File: src/rtl/gbce_pkg.sv
// ----------------------------------------------------------------------------
// gbce_pkg
// Shared types, codes and sizes of the grid boundary condition engine.
// ----------------------------------------------------------------------------
package gbce_pkg;

    localparam int MAX_SIZE   = 16;
    localparam int WORD_WIDTH = 32;

    localparam int DIM_W   = 5;
    localparam int COORD_W = $clog2(MAX_SIZE);
    localparam int ADDR_W  = 3 * COORD_W;
    localparam int DEPTH   = MAX_SIZE * MAX_SIZE * MAX_SIZE;
    localparam int SLAB_W  = 2 * COORD_W + 1;
    localparam int TOTAL_W = ADDR_W + 1;
    localparam int IDX_W   = 12;
    localparam int CODE_W  = 2;
    localparam int CFG_W   = 2;

    localparam logic [DIM_W-1:0] SIZE_RESET = DIM_W'(MAX_SIZE);

    localparam logic [CODE_W-1:0] MODE_WRITE    = 2'd0;
    localparam logic [CODE_W-1:0] MODE_READ     = 2'd1;
    localparam logic [CODE_W-1:0] MODE_BOUNDARY = 2'd2;

    localparam logic [CODE_W-1:0] RULE_ZERO    = 2'd0;
    localparam logic [CODE_W-1:0] RULE_NEUMANN = 2'd1;
    localparam logic [CODE_W-1:0] RULE_COPY    = 2'd2;
    localparam logic [CODE_W-1:0] RULE_BAD     = 2'd3;

    localparam logic [CODE_W-1:0] AXIS_X   = 2'd0;
    localparam logic [CODE_W-1:0] AXIS_Y   = 2'd1;
    localparam logic [CODE_W-1:0] AXIS_Z   = 2'd2;
    localparam logic [CODE_W-1:0] AXIS_ALL = 2'd3;

    localparam logic [CODE_W-1:0] STATUS_OK      = 2'd0;
    localparam logic [CODE_W-1:0] STATUS_RANGE   = 2'd1;
    localparam logic [CODE_W-1:0] STATUS_INVALID = 2'd2;

    localparam logic [CFG_W-1:0] CFG_SIZE_X = 2'd0;
    localparam logic [CFG_W-1:0] CFG_SIZE_Y = 2'd1;
    localparam logic [CFG_W-1:0] CFG_SIZE_Z = 2'd2;

    typedef enum logic [2:0] {
        ADDR_ITEM,
        ADDR_LO,
        ADDR_HI,
        ADDR_SRC_LO,
        ADDR_SRC_HI
    } addr_sel_t;

    typedef enum logic [1:0] {
        WDATA_ITEM,
        WDATA_ZERO,
        WDATA_RDATA
    } wdata_sel_t;

    typedef struct packed {
        logic [CODE_W-1:0]     mode;
        logic [IDX_W-1:0]      cell_index;
        logic [WORD_WIDTH-1:0] value;
        logic [CODE_W-1:0]     axis;
        logic [CODE_W-1:0]     rule;
    } gbce_item_t;

    typedef struct packed {
        logic              item_load;
        logic              mem_we;
        logic              mem_re;
        addr_sel_t         addr_sel;
        wdata_sel_t        wdata_sel;
        logic              pass_start;
        logic              pass_first;
        logic              step;
        logic              out_load;
        logic [CODE_W-1:0] res_status;
        logic              res_use_rd;
    } gbce_cmd_t;

    typedef struct packed {
        logic [CODE_W-1:0] mode;
        logic [CODE_W-1:0] axis;
        logic [CODE_W-1:0] rule;
        logic              dims_ok;
        logic              idx_ok;
        logic              too_small;
        logic              last_pair;
        logic              last_pass;
        logic              out_free;
        logic              cfg_busy;
    } gbce_stat_t;

endpackage

File: src/rtl/gbce_ctrl.sv
// ----------------------------------------------------------------------------
// gbce_ctrl
// Sequencer: decodes a transaction, walks the face pairs, loads the result.
// ----------------------------------------------------------------------------
module gbce_ctrl
    import gbce_pkg::*;
(
    input  logic       clk,
    input  logic       rst_n,
    input  logic       in_valid,
    output logic       in_ready,
    input  gbce_stat_t stat,
    output gbce_cmd_t  cmd
);

    typedef enum logic [7:0] {
        ST_IDLE   = 8'b0000_0001,
        ST_DECODE = 8'b0000_0010,
        ST_SETUP  = 8'b0000_0100,
        ST_SRC_LO = 8'b0000_1000,
        ST_WR_LO  = 8'b0001_0000,
        ST_SRC_HI = 8'b0010_0000,
        ST_WR_HI  = 8'b0100_0000,
        ST_RESP   = 8'b1000_0000
    } state_t;

    state_t            state_reg, state_next;
    logic [CODE_W-1:0] st_reg, st_next;
    logic              use_rd_reg, use_rd_next;
    logic              first_reg, first_next;
    logic              zero_rule;

    assign zero_rule = (stat.rule == RULE_ZERO);

    always_ff @(posedge clk or negedge rst_n)
    begin
        if (!rst_n)
        begin
            state_reg  <= ST_IDLE;
            st_reg     <= STATUS_OK;
            use_rd_reg <= 1'b0;
            first_reg  <= 1'b0;
        end
        else
        begin
            state_reg  <= state_next;
            st_reg     <= st_next;
            use_rd_reg <= use_rd_next;
            first_reg  <= first_next;
        end
    end

    always_comb
    begin
        state_next     = state_reg;
        st_next        = st_reg;
        use_rd_next    = use_rd_reg;
        first_next     = first_reg;
        in_ready       = 1'b0;
        cmd            = '0;
        cmd.addr_sel   = ADDR_ITEM;
        cmd.wdata_sel  = WDATA_ITEM;
        cmd.res_status = st_reg;
        cmd.res_use_rd = use_rd_reg;
        case (state_reg)
            ST_IDLE:
            begin
                in_ready = !stat.cfg_busy;
                if (in_valid && !stat.cfg_busy)
                begin
                    cmd.item_load = 1'b1;
                    state_next    = ST_DECODE;
                end
            end
            ST_DECODE:
            begin
                use_rd_next = 1'b0;
                first_next  = 1'b1;
                state_next  = ST_RESP;
                case (stat.mode)
                    MODE_WRITE:
                    begin
                        if (stat.idx_ok)
                        begin
                            cmd.mem_we = 1'b1;
                            st_next    = STATUS_OK;
                        end
                        else
                        begin
                            st_next = STATUS_RANGE;
                        end
                    end
                    MODE_READ:
                    begin
                        if (stat.idx_ok)
                        begin
                            cmd.mem_re  = 1'b1;
                            use_rd_next = 1'b1;
                            st_next     = STATUS_OK;
                        end
                        else
                        begin
                            st_next = STATUS_RANGE;
                        end
                    end
                    MODE_BOUNDARY:
                    begin
                        if (!stat.dims_ok || stat.rule == RULE_BAD || stat.too_small
                            || (stat.axis == AXIS_ALL && !zero_rule))
                        begin
                            st_next = STATUS_INVALID;
                        end
                        else
                        begin
                            st_next    = STATUS_OK;
                            state_next = ST_SETUP;
                        end
                    end
                    default:
                    begin
                        st_next = STATUS_INVALID;
                    end
                endcase
            end
            ST_SETUP:
            begin
                cmd.pass_start = 1'b1;
                cmd.pass_first = first_reg;
                first_next     = 1'b0;
                state_next     = zero_rule ? ST_WR_LO : ST_SRC_LO;
            end
            ST_SRC_LO:
            begin
                cmd.mem_re   = 1'b1;
                cmd.addr_sel = ADDR_SRC_LO;
                state_next   = ST_WR_LO;
            end
            ST_WR_LO:
            begin
                cmd.mem_we    = 1'b1;
                cmd.addr_sel  = ADDR_LO;
                cmd.wdata_sel = zero_rule ? WDATA_ZERO : WDATA_RDATA;
                state_next    = zero_rule ? ST_WR_HI : ST_SRC_HI;
            end
            ST_SRC_HI:
            begin
                cmd.mem_re   = 1'b1;
                cmd.addr_sel = ADDR_SRC_HI;
                state_next   = ST_WR_HI;
            end
            ST_WR_HI:
            begin
                cmd.mem_we    = 1'b1;
                cmd.addr_sel  = ADDR_HI;
                cmd.wdata_sel = zero_rule ? WDATA_ZERO : WDATA_RDATA;
                cmd.step      = 1'b1;
                if (!stat.last_pair)
                begin
                    state_next = zero_rule ? ST_WR_LO : ST_SRC_LO;
                end
                else if (!stat.last_pass)
                begin
                    state_next = ST_SETUP;
                end
                else
                begin
                    state_next = ST_RESP;
                end
            end
            ST_RESP:
            begin
                if (stat.out_free)
                begin
                    cmd.out_load = 1'b1;
                    state_next   = ST_IDLE;
                end
            end
            default:
            begin
                state_next = ST_IDLE;
            end
        endcase
    end

    a_load_to_decode: assert property (@(posedge clk) disable iff (!rst_n)
        cmd.item_load |=> state_reg == ST_DECODE)
        else $error("transaction not followed by decode");

    a_result_slot_free: assert property (@(posedge clk) disable iff (!rst_n)
        cmd.out_load |-> stat.out_free)
        else $error("result loaded over a pending one");

    a_one_mem_access: assert property (@(posedge clk) disable iff (!rst_n)
        !(cmd.mem_we && cmd.mem_re))
        else $error("memory read and write in one cycle");

    a_result_to_idle: assert property (@(posedge clk) disable iff (!rst_n)
        cmd.out_load |=> state_reg == ST_IDLE && !cmd.step)
        else $error("sequencer busy after result");

endmodule
File: config.mk
export PLATFORM = sky130hd
export DESIGN_NAME = gbce_ctrl
export DESIGN_NICKNAME = d
export VERILOG_FILES = /design/src/rtl/gbce_pkg.sv /design/src/rtl/gbce_ctrl.sv
export SDC_FILE = /design/constraint.sdc
export NUM_CORES = 1
export LEC_CHECK = 0
export BUFFER_PORTS_ARGS = -buffer_cell sky130_fd_sc_hd__buf_4
export CORE_UTILIZATION = 47
export CTS_CLUSTER_SIZE = 16
export DETAILED_ROUTE_END_ITERATION = 7
export GPL_TIMING_DRIVEN = 0
export HOLD_SLACK_MARGIN = 0.1
export PLACE_DENSITY_LB_ADDON = 0.15
export SLEW_MARGIN = 20
export SYNTH_ARGS = -nofsm -noshare
export SYNTH_HDL_FRONTEND = slang
export SYNTH_SLANG_ARGS = --single-unit
File: constraint.sdc
create_clock -name clk -period 1.82 [get_ports clk]
set_input_delay 0.273 -clock clk [delete_from_list [all_inputs] [get_ports clk]]
set_output_delay 0.273 -clock clk [all_outputs]
set_load 0.05 [all_outputs]
==> metrics.csv, run 1 <==
stage,metric,value,unit
clock_tree,cts.sinks,12,
floorplan,row_count,14,
floorplan,die_h,43.3,microns
synthesis,synth_nets,109,
status,stop_error,[ERROR DPL-0033] detailed placement checks failed during check placement.,
status,stop_stage,clock tree synthesis (4_1_cts),
floorplan,io_pins,32,
synthesis,synth-edff-count,0,
clock_tree,cts_setup_buffers,17,
clock_tree,cts_buffer_depth,2,
synthesis,ys_ff_latch,12,
synthesis,ys_seq_area_share,37.5,%
synthesis,syn_area,803,sq um
synthesis,synth_cell_types,37,
placed_design,place_congestion,0.884,
synthesis,synth_top_cell_by_area,dfrtp_1,
placed_design,dpl.cell_count,140,
placed_design,dp_hpwl,1790,microns
synthesis,synthFlopType,dfrtp_1,
synthesis,synth_area_leaders,"dfrtp_1 (34%), nor2_1 (5.1%), nand2_1 (4.2%)",
synthesis,avgSynthCellArea,8.64,sq um
placed_design,numPortBuffers,31,
clock_tree,cts.root.buffer_cell,clkbuf_4,
status,status,stopped before the end,
floorplan,chipWidth,43.3,microns
clock_tree,ctsHoldBuffers,1,
synthesis,syn_inst,93,
synthesis,yosys_warnings,0,
placed_design,place_area,1170,sq um
clock_tree,cts_max_level,1,
floorplan,initial_core_util,51.5,%
clock_tree,cts-resized-gates,44,
clock_tree,cts_made_buffers,3,
synthesis,synth_top_area_share,34.3,%
synthesis,async_reset_ff_share,100,%
-- kinds of logic after synthesis --
group	count (synthesis)	share of synthesized area [%]
AOI/OAI and AO/OA	18	15.9
xor gates and xnor gates	3	3.27
buffers and inverters	11	5.92
DFF	12	37.5
and+or+nand+nor	49	37.4
-- cell usage after synthesis, drive strengths merged (2+ instances only) --
library cell / n
nor2: 12
dfrtp: 11
nand2: 10
inv: 7
nor4: 5
o21ai: 5
nor3: 4
and2: 3
buf: 3
nand3: 3
nand4: 3
o31ai: 3
a21oi: 2
a31oi: 2
nor3b: 2
nor4b: 2
xnor2: 2
-- per-stage QoR --
step	hold WS (ns)	worst slack [ns]
2_1_floorplan	-0.0226	-0.279
3_3_place_gp	0.121	-0.131
3_5_place_dp	0.125	-0.176
==> run 2, diff against run 1 <==
--- a/config.mk
+++ b/config.mk
@@ -6,11 +6,10 @@
 export NUM_CORES = 1
 export LEC_CHECK = 0
 export BUFFER_PORTS_ARGS = -buffer_cell sky130_fd_sc_hd__buf_4
-export CORE_UTILIZATION = 47
-export CTS_CLUSTER_SIZE = 16
+export CORE_AREA = 2 2 63 65
 export DETAILED_ROUTE_END_ITERATION = 7
+export DIE_AREA = 0 0 65 67
 export GPL_TIMING_DRIVEN = 0
-export HOLD_SLACK_MARGIN = 0.1
 export PLACE_DENSITY_LB_ADDON = 0.15
 export SLEW_MARGIN = 20
 export SYNTH_ARGS = -nofsm -noshare
==> run 2 against run 1 <==
The flow now finishes, with violations (negative setup slack); area after synthesis unchanged; synthesized cell count did not move.
==> metrics.csv, run 2 <==
stage,metric,value,unit
clock_tree,cts_buffer_depth,2,
synthesis,async_reset_ff_share,100,%
route,drc,0,
final_layout,antennaDiodeCount,0,
synthesis,synthFlopType,dfrtp_1,
critical_path,cp.required,1.55,ns
sta,fin_setup_tns,-1.03,ns
critical_path,cp.arrival,1.73,ns
floorplan,io_pins,32,
final_layout,largest_register_ffs,8,
status,status,"finished, violations left",
clock_tree,cts_tree,done,
synthesis,synth_cell_types,37,
synthesis,synthAdderAreaFrac,0,%
route,avgViaCountPerCell,4.61,
floorplan,row_count,22,
sta,hold_ws,0.222,ns
placed_design,place_congestion,0.827,
synthesis,synth_top_cell_by_area,dfrtp_1,
synthesis,synth_mux_area_share,0,%
final_layout,fin_area,1530,sq um
final_layout,layout_commonest_cell,buf_4,
global_route,track_usage,12.4,%
synthesis,avgSynthCellArea,8.64,sq um
global_route,grt_max_degree,13,
clock_tree,path_clk_slew,0.06,ns
route,drt_iter0_drc,30,
synthesis,ys_seq_area_share,37.5,%
synthesis,syn_inst,93,
sta,max_freq,0.500,GHz
floorplan,die-area,4360,sq um
critical_path,critPathLaunchType,register,
sta,final.period_utilization,110,%
route,routed_wl,2540,microns
floorplan,initial_core_util,22.3,%
route,vias,886,
clock_tree,cts.root.buffer_cell,clkbuf_8,
sta,relSlewSlack,76.1,%
synthesis,synth_top_family_by_area,simple AND/OR/NAND/NOR gates,
global_route,grt_antenna_before_repair,0,
sta,layout_setup_ws,-0.179,ns
final_layout,synthToLayoutAreaGrowth,90.0,%
critical_path,path_max_fanout,3,
synthesis,synth_nets,109,
global_route,grt_pass1_vias,828,
sta,tightest_slew,0.355,ns
synthesis,synth_compound_area_share,15.9,%
sta,final.setup_skew,0.00250,ns
clock_tree,cts.sinks,12,
route,antenna_left,0,
clock_tree,cts_max_level,1,
synthesis,synth_area_leaders,"dfrtp_1 (34%), nor2_1 (5.1%), nand2_1 (4.2%)",
route,drt_first_pass_iters,4,
flow_run,maxCapViolCount,0,
placed_design,numPortBuffers,31,
final_layout,fin_cells,192,
final_layout,nNetsFinal,161,
sta,final_max_slew_viol_count,0,
global_route,gr-total-overflow,0,
placed_design,dp_hpwl,1850,microns
power,leakagePower,0.660,nW
synthesis,ys_ff_latch,12,
placed_design,dpl.cell_count,172,
synthesis,synthXorXnorAreaFrac,3.27,%
final_layout,final_cell_mix,"buf_4 (34), buf_6 (13), dfrtp_1 (7)",
clock_tree,cts_made_buffers,3,
critical_path,worst-setup-path-type,register to primary output,
floorplan,die_h,67,microns
synthesis,synth-edff-count,0,
sta,finalSetupViolCount,11,
worst_hold_path,hold_class,input port to register,
route,avgRoutedWirePerCell,13.2,microns
power,p_total,0.958,mW
floorplan,chipWidth,65,microns
sta,rsz0062_at_grt,yes,
global_route,grt_first_pass_wirelength,4020,microns
placed_design,place_area,1210,sq um
synthesis,synth_top_area_share,34.3,%
critical_path,crit_path_end_kind,primary output,
power,p_per_area,628,nW/um^2
synthesis,yosys.area_share.simple,37.4,%
power,ir_worst_vdd,0.386,mV
status,violations,negative setup slack,
synthesis,synthTopCellsByCount,"dfrtp_1 (11), nor2_1 (11), nand2_1 (9)",
sta,hold_viol,0,
clock_tree,insertion_delay,0.24,ns
final_layout,drive_above_1_share,60.4,%
sta,fin_crit,2.00,ns
floorplan,core_area,3610,sq um
synthesis,syn_area,803,sq um
synthesis,yosys_warnings,0,
[run 2: cell counts after synthesis]
Identical to the previous run, type by type.
[run 2: path summary, 6_finish.rpt]
path	start	end	slack [ns]	depth (start not counted)
setup / recovery	state_reg[7]$_DFFE_PN0P_	cmd[10]	-0.18	5
hold / removal	stat[5]	st_reg[0]$_DFFE_PN0P_	0.22	2
setup reg to reg	state_reg[7]$_DFFE_PN0P_	state_reg[4]$_DFFE_PN0P_	0.10	6
hold reg to reg	st_reg[0]$_DFFE_PN0P_	st_reg[0]$_DFFE_PN0P_	0.48	2
max in group asynchronous	rst_n	state_reg[0]$_DFFE_PN1P_	1.18	2
min in group asynchronous	rst_n	state_reg[2]$_DFFE_PN0P_	0.41	2
[run 2: what timing repair did]
action,4_1_cts,5_1_grt
endpoints found under the hold margin,11,0
buffers inserted,14,2
gates resized for setup,38,2
hold buffers,1,0
pin swaps,15,3
endpoints found under the setup margin,13,13
[run 2: layer usage]
metal	routed length (microns)	up-vias	part of all wire [%]	global-route usage [%]
li1	-	445	-	-
met1	1170	413	46	15.9
met2	1200	22	47	19.2
met3	112	6	4.4	3.21
met4	49	0	1.9	6.12
met5	0	-	0	0
[run 2: area by class of cell]
| type | count | area (sq um) |
|---|---|---|
| Multi-Input combinational cell | 70 | 632 |
| Timing Repair Buffer | 48 | 427 |
| Tap cell | 48 | 60.1 |
| Sequential cell | 12 | 307 |
| Fill cell | 361 | 2080 |
| Clock buffer | 4 | 45.0 |
| Inverter | 7 | 26.3 |
| Buffer | 3 | 30.0 |
[run 2: critical path: stages (launching register included)]
cell and delay [ns]:
dfrtp_2 0.43, nor4_4 0.33, nand2_2 0.09, or3_4 0.41
nand2_2 0.08, buf_8 0.14
[run 2: cells by family after synthesis]
family                 Yosys count
buffers and inverters           11
AO/OA/AOI/OAI                   18
flip-flops                      12
XOR/XNOR                         3
AND/OR/NAND/NOR                 49
[run 2: stage by stage]
step                      util (%)  setup WS (ns)
after detailed placement      33.5         -0.156
final                         42.3         -0.179
after global routing          42.3         -0.241
after floorplan                  -         -0.279
after global placement        33.5         -0.154
after CTS                     41.6         -0.149
[run 2: power by group]
part / total (mW) / leakage [nW] / switching [mW] / internal (mW)
Clock: 0.259 / 0.0228 / 0.104 / 0.155
Sequential: 0.340 / 0.148 / 0.0296 / 0.310
Combinational: 0.359 / 0.489 / 0.216 / 0.143
Power figures use the tool's default switching activity.
